**src/hw/rtl/gda_pkg.sv**
```systemverilog
// Package of constants and calendar tables for the Gregorian date arithmetic block.
package gda_pkg;

  localparam int unsigned DAY_W   = 5;
  localparam int unsigned MONTH_W = 4;
  localparam int unsigned YEAR_W  = 14;
  localparam int unsigned DOY_W   = 9;
  localparam int unsigned WEEK_W  = 6;
  localparam int unsigned SER_W   = 22;
  localparam int unsigned DIFF_W  = 23;
  localparam int unsigned CORR_W  = 12;
  localparam int unsigned Q100_W  = 8;

  localparam int unsigned IN_DATA_W  = 48;
  localparam int unsigned OUT_DATA_W = 128;

  localparam logic [YEAR_W-1:0]  MAX_YEAR = 14'd9999;
  localparam logic [YEAR_W-1:0]  MIN_YEAR = 14'd1;
  localparam logic [MONTH_W-1:0] JAN     = 4'd1;
  localparam logic [MONTH_W-1:0] FEB     = 4'd2;
  localparam logic [MONTH_W-1:0] DEC     = 4'd12;
  localparam logic [DAY_W-1:0]   FIRST_DAY = 5'd1;
  localparam logic [DAY_W-1:0]   LAST_DEC_DAY = 5'd31;

  // Reciprocal of 100 for 14-bit dividends: q = (x * 5243) >> 19.
  localparam logic [12:0] RECIP100       = 13'd5243;
  localparam int unsigned RECIP100_SHIFT = 19;
  localparam logic [6:0]  CENTURY        = 7'd100;
  localparam logic [8:0]  DAYS_PER_YEAR  = 9'd365;

  // Reciprocal of 7 for dividends below 366: q = (x * 293) >> 11.
  localparam logic [8:0]  RECIP7       = 9'd293;
  localparam int unsigned RECIP7_SHIFT = 11;

  function automatic logic [DAY_W-1:0] month_len(input logic [MONTH_W-1:0] m,
                                                 input logic leap);
    logic [DAY_W-1:0] n;
    unique case (m)
      4'd2:    n = leap ? 5'd29 : 5'd28;
      4'd4:    n = 5'd30;
      4'd6:    n = 5'd30;
      4'd9:    n = 5'd30;
      4'd11:   n = 5'd30;
      default: n = 5'd31;
    endcase
    return n;
  endfunction

  function automatic logic [DOY_W-1:0] days_before(input logic [MONTH_W-1:0] m);
    logic [DOY_W-1:0] n;
    unique case (m)
      4'd2:    n = 9'd31;
      4'd3:    n = 9'd59;
      4'd4:    n = 9'd90;
      4'd5:    n = 9'd120;
      4'd6:    n = 9'd151;
      4'd7:    n = 9'd181;
      4'd8:    n = 9'd212;
      4'd9:    n = 9'd243;
      4'd10:   n = 9'd273;
      4'd11:   n = 9'd304;
      4'd12:   n = 9'd334;
      default: n = 9'd0;
    endcase
    return n;
  endfunction

endpackage

```
**src/hw/rtl/gregorian_date_arithmetic.sv**
```systemverilog
// Gregorian date check, neighbor dates, ordinal and serial day numbers and day difference.
//
//   channel | direction | tdata                          | tuser
//   in_     | slave     | main date and comparison date  | none
//   out_    | master    | neighbor dates, ordinals, diff | date_valid
//
// Four register stages: divide by 100, leap and neighbor dates, serial sum, difference.
// One word per cycle while no stall on out_tready holds the pipeline.
// Each stage holds its word while the next stage is full and stalled, so a stall
// on out_tready backs up stage by stage to in_tready without losing a word.
// Reset clears only the stage valid bits.
module gregorian_date_arithmetic (
  input  logic         clk,
  input  logic         rst_n,
  input  logic         in_tvalid,
  output logic         in_tready,
  // day[4:0], month[8:5], year[22:9], other_day[27:23], other_month[31:28],
  // other_year[45:32], zero[47:46]
  input  logic [47:0]  in_tdata,
  output logic         out_tvalid,
  input  logic         out_tready,
  // next_day_of_month[4:0], next_month_num[8:5], next_year_num[22:9],
  // prev_day_of_month[27:23], prev_month_num[31:28], prev_year_num[45:32],
  // day_of_year[54:46], week_of_year[60:55], serial_day[82:61],
  // day_difference[105:83], day_distance[127:106]
  output logic [127:0] out_tdata,
  // date_valid[0]
  output logic         out_tuser
);

  localparam int unsigned DW = gda_pkg::DAY_W;
  localparam int unsigned MW = gda_pkg::MONTH_W;
  localparam int unsigned YW = gda_pkg::YEAR_W;
  localparam int unsigned QW = gda_pkg::Q100_W;
  localparam int unsigned OW = gda_pkg::DOY_W;
  localparam int unsigned SW = gda_pkg::SER_W;
  localparam int unsigned CW = gda_pkg::CORR_W;

  logic en1, en2, en3, en4;
  logic v1_r, v2_r, v3_r, v4_r;

  assign en4 = !v4_r || out_tready;
  assign en3 = !v3_r || en4;
  assign en2 = !v2_r || en3;
  assign en1 = !v1_r || en2;
  assign in_tready = en1;

  always_ff @(posedge clk) begin
    if (!rst_n) begin
      v1_r <= 1'b0;
      v2_r <= 1'b0;
      v3_r <= 1'b0;
      v4_r <= 1'b0;
    end else begin
      if (en1) v1_r <= in_tvalid;
      if (en2) v2_r <= v1_r;
      if (en3) v3_r <= v2_r;
      if (en4) v4_r <= v3_r;
    end
  end

  // Stage 1: clamp the comparison year and month and divide both years by 100.
  logic [DW-1:0] in_d, in_od;
  logic [MW-1:0] in_m, in_om, om_c;
  logic [YW-1:0] in_y, in_oy, oy_c;
  logic [26:0]   qy_prod, qoy_prod;

  assign in_d  = in_tdata[4:0];
  assign in_m  = in_tdata[8:5];
  assign in_y  = in_tdata[22:9];
  assign in_od = in_tdata[27:23];
  assign in_om = in_tdata[31:28];
  assign in_oy = in_tdata[45:32];

  always_comb begin
    priority if (in_oy < gda_pkg::MIN_YEAR) oy_c = gda_pkg::MIN_YEAR;
    else if (in_oy > gda_pkg::MAX_YEAR)      oy_c = gda_pkg::MAX_YEAR;
    else                                     oy_c = in_oy;
    priority if (in_om < gda_pkg::JAN) om_c = gda_pkg::JAN;
    else if (in_om > gda_pkg::DEC)     om_c = gda_pkg::DEC;
    else                               om_c = in_om;
  end

  assign qy_prod  = 27'(in_y) * 27'(gda_pkg::RECIP100);
  assign qoy_prod = 27'(oy_c) * 27'(gda_pkg::RECIP100);

  logic [DW-1:0] d1_r, od1_r;
  logic [MW-1:0] m1_r, om1_r;
  logic [YW-1:0] y1_r, oy1_r;
  logic [QW-1:0] qy1_r, qoy1_r;

  always_ff @(posedge clk) begin
    if (en1 && in_tvalid) begin
      d1_r   <= in_d;
      m1_r   <= in_m;
      y1_r   <= in_y;
      od1_r  <= in_od;
      om1_r  <= om_c;
      oy1_r  <= oy_c;
      qy1_r  <= qy_prod[gda_pkg::RECIP100_SHIFT +: QW];
      qoy1_r <= qoy_prod[gda_pkg::RECIP100_SHIFT +: QW];
    end
  end

  // Stage 2: leap years, validity, neighbor dates, ordinals and year bases.
  logic [14:0]   ry;
  logic [14:0]   roy;
  logic          leap, oleap, ok;
  logic [QW-1:0] p100, op100;
  logic [YW-1:0] p, op;
  logic [DW-1:0] len, plen;
  logic [DW-1:0] nd, pd;
  logic [MW-1:0] nm, pm;
  logic [YW-1:0] ny, py;
  logic [OW-1:0] doy, odoy;
  logic [SW-1:0] yb, oyb;
  logic [CW-1:0] cr, ocr;
  logic [22:0]   yb_prod, oyb_prod;

  assign ry  = {1'b0, y1_r}  - (15'(qy1_r)  * 15'(gda_pkg::CENTURY));
  assign roy = {1'b0, oy1_r} - (15'(qoy1_r) * 15'(gda_pkg::CENTURY));

  assign leap  = (ry == 15'd0)  ? (qy1_r[1:0] == 2'd0)  : (y1_r[1:0] == 2'd0);
  assign oleap = (roy == 15'd0) ? (qoy1_r[1:0] == 2'd0) : (oy1_r[1:0] == 2'd0);

  assign p     = y1_r - gda_pkg::MIN_YEAR;
  assign op    = oy1_r - gda_pkg::MIN_YEAR;
  assign p100  = qy1_r  - QW'(ry == 15'd0);
  assign op100 = qoy1_r - QW'(roy == 15'd0);

  assign len  = gda_pkg::month_len(m1_r, leap);
  assign plen = gda_pkg::month_len(m1_r - gda_pkg::JAN, leap);

  assign ok = (y1_r >= gda_pkg::MIN_YEAR) && (y1_r <= gda_pkg::MAX_YEAR)
           && (m1_r >= gda_pkg::JAN) && (m1_r <= gda_pkg::DEC)
           && (d1_r >= gda_pkg::FIRST_DAY) && (d1_r <= len);

  always_comb begin
    priority if (d1_r == gda_pkg::LAST_DEC_DAY && m1_r == gda_pkg::DEC
                 && y1_r == gda_pkg::MAX_YEAR) begin
      nd = d1_r;
      nm = m1_r;
      ny = y1_r;
    end else if (d1_r != len) begin
      nd = d1_r + 5'd1;
      nm = m1_r;
      ny = y1_r;
    end else if (m1_r < gda_pkg::DEC) begin
      nd = gda_pkg::FIRST_DAY;
      nm = m1_r + 4'd1;
      ny = y1_r;
    end else begin
      nd = gda_pkg::FIRST_DAY;
      nm = gda_pkg::JAN;
      ny = y1_r + 14'd1;
    end
    priority if (d1_r == gda_pkg::FIRST_DAY && m1_r == gda_pkg::JAN
                 && y1_r == gda_pkg::MIN_YEAR) begin
      pd = d1_r;
      pm = m1_r;
      py = y1_r;
    end else if (d1_r != gda_pkg::FIRST_DAY) begin
      pd = d1_r - 5'd1;
      pm = m1_r;
      py = y1_r;
    end else if (m1_r > gda_pkg::JAN) begin
      pd = plen;
      pm = m1_r - 4'd1;
      py = y1_r;
    end else begin
      pd = gda_pkg::LAST_DEC_DAY;
      pm = gda_pkg::DEC;
      py = y1_r - 14'd1;
    end
  end

  assign doy  = gda_pkg::days_before(m1_r) + OW'(d1_r)
              + OW'(m1_r > gda_pkg::FEB && leap);
  assign odoy = gda_pkg::days_before(om1_r) + OW'(od1_r)
              + OW'(om1_r > gda_pkg::FEB && oleap);

  assign yb_prod  = 23'(p)  * 23'(gda_pkg::DAYS_PER_YEAR);
  assign oyb_prod = 23'(op) * 23'(gda_pkg::DAYS_PER_YEAR);
  assign yb  = yb_prod[SW-1:0];
  assign oyb = oyb_prod[SW-1:0];

  assign cr  = p[YW-1:2]  - CW'(p100)  + CW'(p100[QW-1:2]);
  assign ocr = op[YW-1:2] - CW'(op100) + CW'(op100[QW-1:2]);

  logic          ok2_r;
  logic [DW-1:0] nd2_r, pd2_r;
  logic [MW-1:0] nm2_r, pm2_r;
  logic [YW-1:0] ny2_r, py2_r;
  logic [OW-1:0] doy2_r, odoy2_r;
  logic [SW-1:0] yb2_r, oyb2_r;
  logic [CW-1:0] cr2_r, ocr2_r;

  always_ff @(posedge clk) begin
    if (en2 && v1_r) begin
      ok2_r   <= ok;
      nd2_r   <= nd;
      nm2_r   <= nm;
      ny2_r   <= ny;
      pd2_r   <= pd;
      pm2_r   <= pm;
      py2_r   <= py;
      doy2_r  <= doy;
      odoy2_r <= odoy;
      yb2_r   <= yb;
      oyb2_r  <= oyb;
      cr2_r   <= cr;
      ocr2_r  <= ocr;
    end
  end

  // Stage 3: serial day numbers and week of year.
  logic [OW-1:0] doy_m1;
  logic [17:0]   wk_prod;
  logic [6:0]    wk;

  assign doy_m1  = doy2_r - 9'd1;
  assign wk_prod = 18'(doy_m1) * 18'(gda_pkg::RECIP7);
  assign wk      = wk_prod[gda_pkg::RECIP7_SHIFT +: 7] + 7'd1;

  logic          ok3_r;
  logic [DW-1:0] nd3_r, pd3_r;
  logic [MW-1:0] nm3_r, pm3_r;
  logic [YW-1:0] ny3_r, py3_r;
  logic [OW-1:0] doy3_r;
  logic [5:0]    wk3_r;
  logic [SW-1:0] ser3_r, oser3_r;

  always_ff @(posedge clk) begin
    if (en3 && v2_r) begin
      ok3_r   <= ok2_r;
      nd3_r   <= nd2_r;
      nm3_r   <= nm2_r;
      ny3_r   <= ny2_r;
      pd3_r   <= pd2_r;
      pm3_r   <= pm2_r;
      py3_r   <= py2_r;
      doy3_r  <= doy2_r;
      wk3_r   <= wk[5:0];
      ser3_r  <= yb2_r + SW'(cr2_r) + SW'(doy2_r);
      oser3_r <= oyb2_r + SW'(ocr2_r) + SW'(odoy2_r);
    end
  end

  // Stage 4: difference, distance and zeroing of invalid dates.
  logic [22:0]   diff, ndiff;
  logic [SW-1:0] distance;

  assign diff     = {1'b0, oser3_r} - {1'b0, ser3_r};
  assign ndiff    = {1'b0, ser3_r} - {1'b0, oser3_r};
  assign distance = diff[22] ? ndiff[SW-1:0] : diff[SW-1:0];

  logic         ok4_r;
  logic [127:0] data4_r;

  always_ff @(posedge clk) begin
    if (en4 && v3_r) begin
      ok4_r <= ok3_r;
      if (ok3_r) begin
        data4_r <= {distance, diff, ser3_r, wk3_r, doy3_r,
                    py3_r, pm3_r, pd3_r, ny3_r, nm3_r, nd3_r};
      end else begin
        data4_r <= '0;
      end
    end
  end

  assign out_tvalid = v4_r;
  assign out_tdata  = data4_r;
  assign out_tuser  = ok4_r;

`ifndef ASSERT_OFF
  a_invalid_zero: assert property (@(posedge clk) disable iff (!rst_n)
    out_tvalid && !out_tuser |-> out_tdata == 128'd0)
    else $error("invalid date gave a nonzero result");

  a_next_month_range: assert property (@(posedge clk) disable iff (!rst_n)
    out_tvalid && out_tuser |-> out_tdata[8:5] >= gda_pkg::JAN
                             && out_tdata[8:5] <= gda_pkg::DEC)
    else $error("next month out of range on a valid date");

  a_full_when_blocked: assert property (@(posedge clk) disable iff (!rst_n)
    !in_tready |-> v1_r && v2_r && v3_r && v4_r && !out_tready)
    else $error("input blocked while the pipeline has a free stage");

  a_accept_fills: assert property (@(posedge clk) disable iff (!rst_n)
    in_tvalid && in_tready |=> v1_r)
    else $error("accepted word missing from the first stage");
`endif

endmodule
```
**config.mk**
```make
export PLATFORM = sky130hd
export DESIGN_NAME = gregorian_date_arithmetic
export DESIGN_NICKNAME = d
export VERILOG_FILES = /design/src/hw/rtl/gda_pkg.sv /design/src/hw/rtl/gregorian_date_arithmetic.sv
export SDC_FILE = /design/constraint.sdc
export NUM_CORES = 2
export LEC_CHECK = 0
export BUFFER_PORTS_ARGS = -buffer_cell sky130_fd_sc_hd__buf_2
export CORE_MARGIN = 2
export CORE_UTILIZATION = 64
export DETAILED_ROUTE_END_ITERATION = 7
export PLACE_DENSITY = 0.83
export SLEW_MARGIN = 10
export SYNTH_ARGS = -nofsm -noshare
export SYNTH_HDL_FRONTEND = slang
export SYNTH_SLANG_ARGS = --single-unit
```
**constraint.sdc**
```tcl
create_clock -name clk -period 15.22 [get_ports clk]
set_input_delay 3.044 -clock clk [delete_from_list [all_inputs] [get_ports clk]]
set_output_delay 3.044 -clock clk [all_outputs]
set_load 0.01 [all_outputs]
```
### Yosys cells after proc, flatten, opt, wreduce, memory -nomap -nowiden

Memory sizes are Yosys's and may differ from the RTL's. A register that Yosys moved wholly into a read port is not among the register bits.
Cells that the tools add are included.

* register bits: 434
* bits in read-only memories: 288
* bits of input ports: 52
* output and inout bits: 131
* word-level logic and storage cells: 166
* memories: 2

Memories
* (no name shown): words 16, width 9, rd ports 1, clocked after Yosys merged registers in 0, write ports 0, RTL line gda_pkg.sv:51 `unique case (m)`
* (no name shown): words 16, width 9, rd ports 1, clocked after Yosys merged registers in 1, write ports 0, RTL line gda_pkg.sv:51

* add/subtract/negate cells: 27
* multiply operators: 7
* magnitude comparators: 14
* equal/unequal tests: 18
* multiplexer cells: 27
* reduce and logical (&&, ||, !) cells: 32

Operator list (count)
* $mux W14: 8
* $mul A14 B13 Y27 const B: 2
* $add A22 B12 Y22: 2
* $add A22 B9 Y22: 2
* $mul A14 B9 Y22 const B: 2
* $mux W4: 8
* $logic_not A15 Y1: 2
* $sub A14 B15 Y15: 2
* $sub A14 B1 Y14 const B: 2
* $mul A8 B5 Y13 const B: 2
* $mux W5: 5
* $add A12 B6 Y12: 2
* $sub A12 B8 Y12: 2
* $sub A22 B22 Y23: 1
* $mux W22: 1
* $sub A22 B22 Y22: 1
* $eq A4 B4 Y1 const B: 5
* $add A9 B1 Y9: 2
* $add A9 B5 Y9: 2
* $mul A9 B9 Y17 const B: 1
* $eq A4 B3 Y1 const B: 4
* $sub A8 B1 Y8: 2
* $logic_and A1 B1 Y1: 15
* $add A14 B1 Y14 const B: 1
* 34 further kinds: 49

### Depth between registers and ports, before layout

* word-level depth: 9
* mapped depth: 35

### Worst setup path before layout

Ideal clock, no wire load.

* path type: input-to-reg
* from: in out_tready
* to: reg cr2_r[0], enable pin
* data arrival time: 12906 ps
* data required time: 14391 ps
* slack: 1486 ps
* stages: 3
* buffers on the path: 0
* path through: nor2b_1 > and2_1 > a21boi_0

* longest elaborated chain between the ends: 4

RTL lines
* start: declaration: RTL line gregorian_date_arithmetic.sv:21 `input logic out_tready,`
* $logic_or A1 B1 Y1: RTL line gregorian_date_arithmetic.sv:42 `assign en4 = !v4_r || out_tready;`
* $logic_or A1 B1 Y1: RTL line gregorian_date_arithmetic.sv:43 `assign en3 = !v3_r || en4;`
* $logic_or A1 B1 Y1: RTL line gregorian_date_arithmetic.sv:44 `assign en2 = !v2_r || en3;`
* $logic_and A1 B1 Y1: RTL line gregorian_date_arithmetic.sv:199 `if (en2 && v1_r) begin`
* end signal: assignment: RTL line gregorian_date_arithmetic.sv:211 `cr2_r <= cr;`
* end: declaration: RTL line gregorian_date_arithmetic.sv:196 `logic [CW-1:0] cr2_r, ocr2_r;`

Every way passes these cells.
A chain may end at the register's enable or synchronous reset.

### Worst setup path in the final report

* from: in in_tdata[44]
* to: reg qoy1_r[7] (data pin)

* longest elaborated chain between the ends: 4
* elaborated cells between the ends (all ways): 5
* classes of those cells: 1 x mul; 2 x order compare; 2 x mux

RTL lines
* start: declaration: RTL line gregorian_date_arithmetic.sv:19 `input logic [47:0] in_tdata,`
* $gt A14 B14 Y1: RTL line gregorian_date_arithmetic.sv:77 `else if (in_oy > gda_pkg::MAX_YEAR) oy_c = gda_pkg::MAX_YEAR;`
* $mux W14: RTL line gregorian_date_arithmetic.sv:77
* $mux W14 *: RTL line gregorian_date_arithmetic.sv:76 `priority if (in_oy < gda_pkg::MIN_YEAR) oy_c = gda_pkg::MIN_YEAR;`
* named net oy_c[10]: RTL line gregorian_date_arithmetic.sv:65 `logic [YW-1:0] in_y, in_oy, oy_c;`
* $mul A14 B13 Y27 *: RTL line gregorian_date_arithmetic.sv:85 `assign qoy_prod = 27'(oy_c) * 27'(gda_pkg::RECIP100);`
* named net qoy_prod[26]: RTL line gregorian_date_arithmetic.sv:66 `logic [26:0] qy_prod, qoy_prod;`
* end signal: assignment: RTL line gregorian_date_arithmetic.sv:101 `qoy1_r <= qoy_prod[gda_pkg::RECIP100_SHIFT +: QW];`
* end: declaration: RTL line gregorian_date_arithmetic.sv:90 `logic [QW-1:0] qy1_r, qoy1_r;`

The timed path passes the listed nets; every way through them passes the cells marked *.

==> impl_metrics.json <==
{
  "status": "complete, no violations",
  "cpLargestDelayFamily": "adder cells",
  "finalMaxSlewViolations": 0,
  "rows": 88,
  "yosys-top-cells-area": "edfxtp_1, ha_1, fa_1",
  "ys_seq_elements": 442,
  "startpoint_type": "primary input",
  "synth_edf_count": 429,
  "place_congestion": 0.9546,
  "num_antenna_cells": 0,
  "critPathBufInv": 6,
  "antenna_left": 0,
  "cts-resized-gates": 0,
  "leakagePower_nw": 18.80,
  "clockBufferDepth": 3,
  "post_cts_buffers": 0,
  "cts_made_buffers": 47,
  "avgSynthCellArea_um2": 10.94,
  "wl_met2_um": 37860,
  "syn_nets": 4330,
  "via_per_inst": 5.675,
  "vias": 25083,
  "cp.arrival_ns": 9.00,
  "antenna_found_initial": 1,
  "r2r-start": "qoy1_r[3]",
  "synth_common_cells": "inv_1, ha_1, edfxtp_1",
  "grt_start_max_net_pins": 107,
  "root_buffer": "clkbuf_16",
  "fp.dieW_um": 246.5,
  "dp.cells": 4335,
  "wire_per_inst_um": 17.70,
  "wl_met3_um": 4384,
  "synth_area_mm2": 0.03763,
  "cts_tree": "built",
  "initial_core_util_pct": 64.98,
  "hp-class": "register to register",
  "crit_path_end_kind": "register",
  "crit_chain": "buf_2 > or4_1 > nor3_1 > nor2_1 > nor2_1 > inv_1 > ha_1 > inv_1 > fa_1 > inv_1 > fa_1 > inv_1 > fa_1 > fa_1 > inv_1 > ha_1 > nand2_1 > o21ai_0 > a21oi_1 > o21ai_0 > o2111ai_1 > nand3_1 > a2111o_1 > o211a_1",
  "synthXorXnorAreaFrac_pct": 5.778,
  "yosys_warnings": 0,
  "slowest_delay_ns": 0.55,
  "grt_remaining_overflow": 0,
  "crit_slowest_cell": "fa_1",
  "synthAdderAreaFrac_pct": 33.07,
  "yosysTopAreaCell": "edfxtp_1",
  "synth-compound-area-share_pct": 8.395,
  "powerDensity_mw_per_mm2": 225.7,
  "wirelength_um": 78230,
  "drt_pass1_iterations": 5,
  "die_h_um": 246.5,
  "postLayoutCoreUtil_pct": 70.51,
  "synthSimpleGateAreaFrac_pct": 10.17,
  "synthFlopType": "edfxtp_1",
  "drcViolationCount": 0,
  "worstSetupPathType": "primary input to register",
  "place_ws_ns": 5.945,
  "area_growth_pct": 8.511,
  "hold_violations": 0,
  "top_layer_used": "met4",
  "ff_latch_area_mm2": 0.01314,
  "yosysSeqAreaShare_pct": 34.92,
  "io_pins": 183,
  "h-tree-depth": 2,
  "drt_iter0_markers": 1467,
  "coreArea_mm2": 0.05792,
  "grt_setup_unrepaired": "no",
  "fin_crit_ns": 8.668,
  "required_ns": 15.56,
  "nNetsFinal": 4508,
  "finalSetupViolations": 0,
  "fmax_mhz": 115.4,
  "dp_hpwl_um": 61940,
  "slew_headroom_pct": 23.60,
  "final_area_mm2": 0.04084,
  "setup_ws_ns": 6.552,
  "synth_cell_types": 85,
  "ctsHoldBuffers": 0,
  "stdcell_count": 4420,
  "muxShareOfSynthArea_pct": 0.9907,
  "cap_violations": 0,
  "insertion_delay_ns": 0.61,
  "worstPathMaxFanout": 7,
  "worstMarginPinSlew_ns": 1.146,
  "yosys.area.top_type_share_pct": 34.23,
  "async_reset_ff_share_pct": 0,
  "drive_gt1_share_pct": 8.126,
  "path_common_cell": "inv_1",
  "grt_pass1_wl_um": 126400,
  "clock-sinks": 442,
  "min_from": "pd2_r[3]",
  "cp-startpoint": "in_tdata[44]",
  "multiInputGateArea_mm2": 0.02201,
  "placed_cell_area_mm2": 0.03934,
  "synth_cells": 3441,
  "nFillCells": 4088,
  "fin_skew_ns": 0.03255,
  "fp.dieArea_mm2": 0.06076,
  "grt_usage_pct": 26.38,
  "ir_drop_uv": 209.6,
  "clk_pin_slew_worst_paths_ns": 0.06,
  "synth_top_family_by_area": "adder cells",
  "synth_most_common_cell": "inv_1",
  "fin_crit_sh_pct": 56.95,
  "met1_length_um": 33330,
  "grt_pass1_vias": 25118,
  "io_buffers": 180,
  "setup_tns_ns": 0
}
==> cell usage in the layout (no fill, tap or decap), drive strengths merged, types with 117 or more instances in the layout <==
cell type  netlist  layout
nand2          171     171
xnor2          174     174
buf             13     190
a21oi          122     122
fa             263     263
edfxtp         429     429
ha             574     574
and2           117     117
inv            599     605
nor2           149     149
==> worst paths after layout <==
kind                endpoint  slack, ns  cells after the start
setup / recovery   qoy1_r[7]       6.55                     24
hold / removal      pd3_r[3]       0.41                      0
hold reg to reg     pd3_r[3]       0.41                      0
setup reg to reg  ocr2_r[10]       6.68                     33
==> flip-flops by register name, indices dropped and copies added, names as in the netlist, 6 cells and up, named ones only <==
| name | flops |
|---|---|
| qoy1_r | 8 |
| oy1_r | 14 |
| py3_r | 14 |
| py2_r | 14 |
| oyb2_r | 22 |
| qy1_r | 8 |
| ocr2_r | 12 |
| ny3_r | 14 |
| wk3_r | 6 |
| doy2_r | 9 |
| oser3_r | 22 |
| y1_r | 14 |
| cr2_r | 12 |
| out_tdata | 127 |
| ny2_r | 14 |
| odoy2_r | 9 |
| yb2_r | 22 |
| doy3_r | 9 |
| ser3_r | 22 |
==> final cells by class <==
class | count | area share [%]
Inverter | 599 | 5.506
Tap cell | 765 | 2.344
Clock inverter | 34 | 0.7568
Sequential cell | 442 | 32.18
Timing Repair Buffer | 190 | 2.390
Clock buffer | 51 | 2.917
Multi-Input combinational cell | 2339 | 53.90
==> cells by family (layout without fill, tap and decap cells) <==
kind of cell	after synthesis	count (layout)
xor gates and xnor gates	242	242
DFF	442	442
and+or+nand+nor	748	748
buffers and inverters	660	874
AOI/OAI and AO/OA	475	475
adders and majority gates	837	837
muxes	37	37
==> where the power goes <==
group	leakage, nW	total (mW)	internal [mW]	switching, mW
sequential	4.12	1.91	1.76	0.151
clock	0.718	1.12	0.625	0.498
combinational	14.0	6.18	2.74	3.44
==> per-stage QoR <==
step	power (mW)	hold slack [ns]
finish	9.218	0.4054
CTS	9.212	0.4126
global route	10.14	0.4208
detailed placement	8.017	0.4045
floorplan	6.732	0.4003
global placement	7.787	0.4017
==> layer usage <==
layer | track usage, % | up-vias
met5 | 0 | -
met4 | 8.735 | 0
met1 | 34.80 | 12077
li1 | - | 12132
met3 | 3.976 | 147
met2 | 44.76 | 727
Note: power is estimated with default switching activity, not from simulation.
